==> src/rtl/sparse_chunked_tile_store_unit_defines.svh <==
// Assertion macros shared by the sparse chunked tile store RTL.
// Each macro expects signals named clock and reset in the calling scope.
`ifndef SPARSE_CHUNKED_TILE_STORE_UNIT_DEFINES_SVH
`define SPARSE_CHUNKED_TILE_STORE_UNIT_DEFINES_SVH

// Same-cycle implication, disabled while reset is high.
`define SCTS_ASSERT_NOW(label, ante, cons, msg) \
   label: assert property (@(posedge clock) disable iff (reset) (ante) |-> (cons)) \
      else $error(msg);

// Next-cycle implication, disabled while reset is high.
`define SCTS_ASSERT_NEXT(label, ante, cons, msg) \
   label: assert property (@(posedge clock) disable iff (reset) (ante) |=> (cons)) \
      else $error(msg);

`endif

==> src/rtl/scts_pkg.sv <==
// Package of the sparse chunked tile store: payload structs, command and
// status structs, field widths, codes and parameter defaults. No dependencies.
`default_nettype none

package scts_pkg;

   localparam int CHUNK_SHIFT_DEF = 4;
   localparam int MAX_CHUNKS_DEF  = 64;
   localparam int TILE_BITS_DEF   = 8;

   localparam int COORD_W   = 32;
   localparam int VALUE_W   = 8;
   localparam int COUNT_W   = 7;
   localparam int PROD_W    = 2 * COUNT_W;
   localparam int SUM_W     = 3 * COUNT_W + 1;
   localparam int CSR_IDX_W = 2;

   localparam logic [CSR_IDX_W-1:0] CSR_CHUNK_COUNT_X = 2'd0;
   localparam logic [CSR_IDX_W-1:0] CSR_CHUNK_COUNT_Y = 2'd1;
   localparam logic [CSR_IDX_W-1:0] CSR_CHUNK_COUNT_Z = 2'd2;

   localparam logic [COUNT_W-1:0] COUNT_RESET = 7'd1;

   localparam logic MODE_READ  = 1'b0;
   localparam logic MODE_WRITE = 1'b1;

   // value of a tile in an allocated chunk that was never written
   localparam logic [VALUE_W-1:0] UNWRITTEN_VALUE = 8'd1;

   typedef struct packed {
      logic               mode;
      logic [COORD_W-1:0] abs_x;
      logic [COORD_W-1:0] abs_y;
      logic [COORD_W-1:0] abs_z;
      logic [VALUE_W-1:0] write_value;
   } req_type;

   typedef struct packed {
      logic [VALUE_W-1:0] tile_value;
      logic               in_range;
      logic               chunk_was_present;
   } rsp_type;

   typedef struct packed {
      logic load_req;
      logic calc1_en;
      logic calc2_en;
      logic rd_en;
      logic cnt_clr;
      logic cnt_inc;
      logic init_wr;
      logic present_wr;
      logic clr_wr;
      logic tile_wr;
      logic rsp_load;
   } ctrl_cmd_type;

   typedef struct packed {
      logic in_range;
      logic is_write;
      logic present;
      logic cnt_last_init;
      logic cnt_last_tile;
   } dp_status_type;

endpackage

`default_nettype wire

==> src/rtl/scts_ctrl.sv <==
// Controller of the sparse chunked tile store: sequences one transaction at a
// time and owns the result valid flag. Depends on scts_pkg and the defines header.
`default_nettype none
`include "sparse_chunked_tile_store_unit_defines.svh"

module scts_ctrl (
   input  wire logic                  clock,
   input  wire logic                  reset,
   input  wire logic                  req_valid,
   output logic                       req_ready,
   output logic                       rsp_valid,
   input  wire logic                  rsp_ready,
   input  wire scts_pkg::dp_status_type status,
   output scts_pkg::ctrl_cmd_type     cmd
);

   typedef enum logic [8:0] {
      S_INIT  = 9'b000000001,
      S_IDLE  = 9'b000000010,
      S_MUL   = 9'b000000100,
      S_IDX   = 9'b000001000,
      S_LOOK  = 9'b000010000,
      S_CHECK = 9'b000100000,
      S_CLEAR = 9'b001000000,
      S_WRITE = 9'b010000000,
      S_DONE  = 9'b100000000
   } state_type;

   state_type state_ff, state_in;
   logic      rsp_valid_ff, rsp_valid_in;

   always_comb begin
      state_in = state_ff;
      cmd      = '0;
      case (state_ff)
         S_INIT: begin
            cmd.init_wr = 1'b1;
            if (status.cnt_last_init) begin
               cmd.cnt_clr = 1'b1;
               state_in    = S_IDLE;
            end else begin
               cmd.cnt_inc = 1'b1;
            end
         end
         S_IDLE: begin
            if (req_valid) begin
               cmd.load_req = 1'b1;
               state_in     = S_MUL;
            end
         end
         S_MUL: begin
            cmd.calc1_en = 1'b1;
            state_in     = S_IDX;
         end
         S_IDX: begin
            cmd.calc2_en = 1'b1;
            state_in     = S_LOOK;
         end
         S_LOOK: begin
            cmd.rd_en = 1'b1;
            state_in  = S_CHECK;
         end
         S_CHECK: begin
            if (status.in_range && status.is_write) begin
               if (!status.present) begin
                  // first write allocates the chunk: mark it, then wipe its tiles
                  cmd.present_wr = 1'b1;
                  state_in       = S_CLEAR;
               end else begin
                  state_in = S_WRITE;
               end
            end else begin
               state_in = S_DONE;
            end
         end
         S_CLEAR: begin
            cmd.clr_wr = 1'b1;
            if (status.cnt_last_tile) begin
               cmd.cnt_clr = 1'b1;
               state_in    = S_WRITE;
            end else begin
               cmd.cnt_inc = 1'b1;
            end
         end
         S_WRITE: begin
            cmd.tile_wr = 1'b1;
            state_in    = S_DONE;
         end
         S_DONE: begin
            if (!rsp_valid_ff || rsp_ready) begin
               cmd.rsp_load = 1'b1;
               state_in     = S_IDLE;
            end
         end
         default: begin
            state_in = S_IDLE;
         end
      endcase
   end

   always_comb begin
      if (cmd.rsp_load) begin
         rsp_valid_in = 1'b1;
      end else if (rsp_ready) begin
         rsp_valid_in = 1'b0;
      end else begin
         rsp_valid_in = rsp_valid_ff;
      end
   end

   always_ff @(posedge clock) begin
      if (reset) begin
         state_ff     <= S_INIT;
         rsp_valid_ff <= 1'b0;
      end else begin
         state_ff     <= state_in;
         rsp_valid_ff <= rsp_valid_in;
      end
   end

   assign req_ready = (state_ff == S_IDLE);
   assign rsp_valid = rsp_valid_ff;

   `SCTS_ASSERT_NEXT(a_accept_starts_calc, req_valid && req_ready, state_ff == S_MUL, "accepted transaction did not start the index calculation")
   `SCTS_ASSERT_NOW(a_rsp_load_free, cmd.rsp_load, !rsp_valid_ff || rsp_ready, "result register overwritten before it was taken")
   `SCTS_ASSERT_NOW(a_tile_wr_legal, cmd.tile_wr || cmd.clr_wr, status.in_range && status.is_write, "tile memory written outside an in-range write")
   `SCTS_ASSERT_NEXT(a_alloc_sweeps, state_ff == S_CHECK && status.in_range && status.is_write && !status.present, state_ff == S_CLEAR, "allocating write skipped the tile wipe")

endmodule

`default_nettype wire

==> config.mk <==
export PLATFORM = sky130hd
export DESIGN_NAME = scts_ctrl
export DESIGN_NICKNAME = d
export VERILOG_FILES = /design/src/rtl/scts_pkg.sv /design/src/rtl/scts_ctrl.sv
export VERILOG_INCLUDE_DIRS = /design/src /design/src/rtl
export SDC_FILE = /design/constraint.sdc
export NUM_CORES = 1
export LEC_CHECK = 0
export ABC_AREA = 1
export BUFFER_PORTS_ARGS = -buffer_cell sky130_fd_sc_hd__buf_4
export CORE_MARGIN = 3
export CORE_UTILIZATION = 30
export CTS_BUF_LIST = sky130_fd_sc_hd__clkbuf_8
export DETAILED_ROUTE_END_ITERATION = 12
export GPL_ROUTABILITY_DRIVEN = 0
export SLEW_MARGIN = 20
export SYNTH_ARGS = -nofsm -noshare
export SYNTH_HDL_FRONTEND = slang
export SYNTH_SLANG_ARGS = --single-unit
export TNS_END_PERCENT = 5
==> constraint.sdc <==
create_clock -name clock -period 1.5 [get_ports clock]
set_clock_uncertainty 0.05 [all_clocks]
set_input_delay 0.3 -clock clock [delete_from_list [all_inputs] [get_ports clock]]
set_output_delay 0.3 -clock clock [all_outputs]
set_load 0.005 [all_outputs]
==> flow_summary_export.csv, run 1 <==
group,metric,value,unit
run_status,status,"finished with violations",
run_status,violations,"setup timing",
floorplan,die_w,55.4,µm
floorplan,floorplan.initialDensity,32.5,%
setup_path,cp_cell_sequence,"nor2_4 > nand2_4 > nor2_4 > nand2_2 > o22ai_1 > buf_4",
timing,layout_min_cycle_time,1610,ps
timing,final-hold-violation-count,0,
floorplan,fp.coreArea,2250,µm²
setup_path,r2r-end,"state_ff[1]",
timing,holdWs,211,ps
setup_path,critPathTopFamily,"simple AND/OR/NAND/NOR gates",
global_routing,grt_use_total,12.1,%
cells_and_area,drive_gt1_share,52.9,%
routing,avgRoutedWirePerCell,10.2,µm
routing,initialDrtViolationCount,9,
clock_tree,path_clk_slew,50,ps
job,cap_violations,0,
setup_path,r2r_slack,110,ps
setup_path,endpoint_kind,"output pin",
setup_path,worstPathArrival,1260,ps
setup_path,crit_type,"reg2out",
min_path,hold-path-endpoint,"state_ff[7]",
floorplan,die_h,55.4,µm
routing,vias,694,
min_path,holdPathStages,2,
cells_and_area,num_antenna_cells,0,
placed_design,place_worst_setup_slack,110,ps
placed_design,dpl.hpwl,1370,µm
routing,route.detailed.drc,0,
yosys,synthCells,113,
global_routing,grt_max_degree,7,
clock_tree,clock-root-buffer,"clkbuf_8",
routing,route.met3.wl,94,µm
clock_tree,cts_buffer_depth,2,
timing,fmax,622,MHz
timing,worstMarginPinSlew,265,ps
power_and_ir_drop,power_density,688,nW/µm²
yosys,yosys_warnings,0,
timing,slew_violations,0,
global_routing,antenna_found_initial,0,
timing,setup_viol,10,
cells_and_area,area.growth.synth_to_final,42.3,%
timing,worst_slack,-108,ps
setup_path,critPathMaxStageDelay,360,ps
routing,top_layer,"met4",
routing,final_antenna_net_count,0,
clock_tree,clock_sinks,10,
placed_design,port_buffers,21,
cells_and_area,final_common_cell,"buf_4",
timing,period_share,107,%
global_routing,overflow,0,
yosys,avgSynthCellArea,6.49,µm²
cells_and_area,final_cell_mix,"buf_4, inv_1, nand2_1",
routing,vias_per_cell,4.18,
power_and_ir_drop,ir_worst_vdd,0.448,mV
min_path,holdCritPathClass,"in2reg",
timing,slew_headroom,82.3,%
placed_design,dpl_cell_area,918,µm²
routing,wl_met1,766,µm
routing,firstDrtPassIters,4,
yosys,yosysTopAreaCell,"dfxtp_1",
clock_tree,worstSkewPairLatency,240,ps
yosys,synth_seq_cells,10,
yosys,synth_area_leaders,"dfxtp_1, inv_1, nand2_1, nor2_2, nor2_1",
setup_path,timing.rr.start,"state_ff[6]",
clock_tree,htree_levels,1,
min_path,min_from,"reset",
cells_and_area,final_area,1040,µm²
routing,wirelength,1690,µm
floorplan,rows,17,
clock_tree,cts_inserted_buffers,3,
yosys,synth.distinct_cells,17,
setup_path,crit_top_cell,"nor2_4",
yosys,yosysSeqAreaShare,27.3,%
yosys,synth_area,733,µm²
power_and_ir_drop,p_leak,0.576,nW
cells_and_area,nets,149,
cells_and_area,multi_input_area,465,µm²
yosys,synth_nets,122,
floorplan,dieArea,3070,µm²
setup_path,cp_max_fo,4,
clock_tree,cts_tree,"built",
setup_path,cp_num_buf_inv,1,
setup_path,crit_required,1150,ps
floorplan,ios,22,
timing,rsz0062_at_grt,"yes",
timing,fin_setup_tns,-474,ps
setup_path,rr_worst_depth,11,
yosys,yosysTopAreaCellShare,27.3,%
setup_path,startpoint_type,"register",
cells_and_area,regArea,213,µm²
routing,detailroute.wirelength.met2,802,µm
global_routing,grt_pass1_vias,663,
cells_and_area,num-fill-cells,229,
setup_path,critical_path.slowest_cell,"dfxtp_4",
global_routing,grt_pass1_wl,2880,µm
-- layout make-up --
type,count,area share [%]
multi-input cells,72,44.6
flip-flops and latches,10,20.4
repair buffers,24,17.3
well taps,28,3.36
clock buffers,3,3.96
inverters,29,10.4
-- power by group --
group / total [mW] / leakage (nW) / internal [mW] / switching, mW
sequential: 0.286 / 0.0853 / 0.274 / 0.0116
clock: 0.281 / 0.0216 / 0.176 / 0.105
combinational: 0.151 / 0.469 / 0.0708 / 0.0803
total: 0.718 / 0.576 / 0.521 / 0.197
-- cells by family after synthesis --
logic type / count (synthesis) / synth area share, %
flops: 10 / 27.3
simple gates: 69 / 53.6
compound gates: 3 / 2.22
buf+inv: 31 / 16.9
-- registers in the layout, summed over array words and instances, names as in the netlist --
name and count:
rsp_valid 1, state_ff 9
-- synthesized netlist by cell type --
cell type,n
a21oi_1,2
buf_4,2
dfxtp_1,10
inv_1,26
inv_2,3
nand2_1,20
nand2_2,7
nand2_4,2
nand3_1,9
nand3_2,4
nand3b_1,1
nor2_1,13
nor2_2,8
nor2_4,3
nor3_2,1
nor3_4,1
o22ai_1,1
-- metrics by stage --
stage,util [%],cells,power (mW)
final,46.3,166,0.718
after CTS,44.7,166,0.722
after floorplan,-,113,0.367
after detailed placement,40.7,161,0.420
after global routing,46.3,166,0.757
after global placement,40.7,161,0.417
-- how the worst max path moves through the flow --
stage / endpoint / cells after the start / from
after floorplan: cmd[0] / 6 / state_ff[6]
after global placement: cmd[6] / 6 / state_ff[2]
after detailed placement: cmd[6] / 6 / state_ff[2]
after CTS: cmd[6] / 6 / state_ff[3]
after global routing: cmd[6] / 6 / state_ff[2]
final: cmd[6] / 6 / state_ff[2]
-- layer usage --
| layer | GRT usage [%] | up-vias |
|---|---|---|
| met3 | 4.67 | 4 |
| met5 | 0 | - |
| met1 | 14.4 | 290 |
| met2 | 19.3 | 15 |
| li1 | - | 385 |
| met4 | 5.21 | 0 |
-- timing repair --
action                                  4_1_cts  5_1_grt
endpoints found under the setup margin       12       14
setup buffers                                 2        0
hold buffers                                  0        0
pin swaps                                     5        6
gates resized for setup                      11       15
Note: power is estimated with default switching activity, not from simulation.
==> inputs of run 2 (changes only) <==
Settings changed: BUFFER_PORTS_ARGS -buffer_cell sky130_fd_sc_hd__buf_4 to unset, DONT_BUFFER_PORTS set to 1.
==> flow_summary_export.csv, run 2 (same netlist as run 1, synthesis figures left out) <==
group,metric,value,unit
run_status,status,"finished with violations",
run_status,violations,"setup timing",
timing,slew_headroom,82.1,%
clock_tree,cts_buffer_depth,2,
clock_tree,cts_inserted_buffers,3,
global_routing,overflow,0,
timing,layout_min_cycle_time,1520,ps
timing,holdWs,69.5,ps
global_routing,grt_max_degree,7,
timing,worst_slack,-18.0,ps
timing,final-hold-violation-count,0,
clock_tree,cts_tree,"built",
placed_design,port_buffers,0,
power_and_ir_drop,p_leak,0.471,nW
setup_path,crit_required,1150,ps
routing,initialDrtViolationCount,10,
floorplan,fp.coreArea,2250,µm²
setup_path,startpoint_type,"register",
cells_and_area,num_antenna_cells,0,
floorplan,floorplan.initialDensity,32.5,%
timing,worstMarginPinSlew,268,ps
setup_path,cp_max_fo,4,
cells_and_area,area.growth.synth_to_final,21.5,%
setup_path,critPathMaxStageDelay,350,ps
clock_tree,path_clk_slew,50,ps
cells_and_area,final_common_cell,"inv_1",
routing,wirelength,1640,µm
floorplan,rows,17,
timing,rsz0062_at_grt,"yes",
timing,fmax,659,MHz
clock_tree,htree_levels,1,
routing,route.detailed.drc,0,
cells_and_area,final_cell_mix,"inv_1, nand2_1, nor2_1",
cells_and_area,largest_reg_flops,9,
setup_path,cp_cell_sequence,"nor2_4 > nand2_4 > nor2_4 > nand2_4 > o22ai_2",
setup_path,worstPathArrival,1170,ps
min_path,holdCritPathClass,"in2reg",
global_routing,antenna_found_initial,0,
cells_and_area,regMostFlops,"state_ff",
timing,slew_violations,0,
clock_tree,clock-root-buffer,"clkbuf_8",
cells_and_area,drive_gt1_share,41.0,%
global_routing,grt_use_total,11.2,%
global_routing,grt_pass1_vias,629,
timing,period_share,101,%
routing,final_antenna_net_count,0,
cells_and_area,nets,127,
power_and_ir_drop,ir_worst_vdd,0.409,mV
floorplan,die_w,55.4,µm
routing,avgRoutedWirePerCell,11.3,µm
setup_path,endpoint_kind,"output pin",
routing,vias,660,
placed_design,dpl.hpwl,1270,µm
clock_tree,worstSkewPairLatency,240,ps
floorplan,ios,22,
power_and_ir_drop,power_density,835,nW/µm²
global_routing,grt_pass1_wl,2750,µm
timing,setup_viol,3,
setup_path,crit_type,"reg2out",
job,cap_violations,0,
routing,vias_per_cell,4.55,
setup_path,critical_path.slowest_cell,"dfxtp_2",
clock_tree,ctsHoldBuffers,0,
floorplan,dieArea,3070,µm²
routing,firstDrtPassIters,4,
cells_and_area,num-fill-cells,244,
floorplan,die_h,55.4,µm
cells_and_area,final_util,39.5,%
clock_tree,clock_sinks,10,
[run 2: timing repair]
action	in CTS	in global routing
buffers inserted	2	0
pin swaps	4	4
setup endpoints to repair	6	13
hold endpoints to repair	0	0
gates resized for setup	5	16
[run 2: final timing paths]
path	startpoint	endpoint	slack [ps]	cells after the start
min reg2reg	state_ff[1]	state_ff[1]	500	2
max	state_ff[2]	cmd[6]	-20	5
max reg2reg	state_ff[7]	state_ff[1]	100	11
min	reset	state_ff[7]	70	1
[run 2: area by class of cell]
cell class / instances / area, µm² / share of cell area [%]
Sequential cell: 10 / 205 / 23.0
Timing Repair Buffer: 2 / 15.0 / 1.69
Tap cell: 28 / 35.0 / 3.93
Multi-Input combinational cell: 72 / 472 / 52.9
Inverter: 29 / 109 / 12.2
Clock buffer: 4 / 55.1 / 6.18
[run 2: worst max-delay path, delay by kind of cell (launching register included)]
family	cells	cell delay, ps
compound gates	1	150
flops	1	350
simple gates	4	420
[run 2: power breakdown]
| group | switching [mW] | internal [mW] | total (mW) |
|---|---|---|---|
| sequential | 0.0115 | 0.275 | 0.287 |
| combinational | 0.0762 | 0.0421 | 0.118 |
| clock | 0.108 | 0.231 | 0.339 |
| total | 0.196 | 0.548 | 0.744 |
[run 2: metrics by stage]
step           worst slack [ps]  cell area (µm²)  total power, mW  TNS [ps]  instances
5_1_grt                   -93.8              891            0.782      -543        145
6_report                  -18.0              891            0.744     -32.2        145
3_5_place_dp                170              753            0.384         0        139
3_3_place_gp                171              753            0.383         0        139
4_1_cts                   -26.4              841            0.729     -49.0        145
2_1_floorplan               228              733            0.367         0        113
[run 2: per-layer routing]
layer	global-route usage (%)	wire, µm	vias to the layer above
li1	-	-	342
met1	13.1	698	304
met2	18.9	843	14
met3	5.61	95	0
met4	1.04	0	0
met5	0	0	-
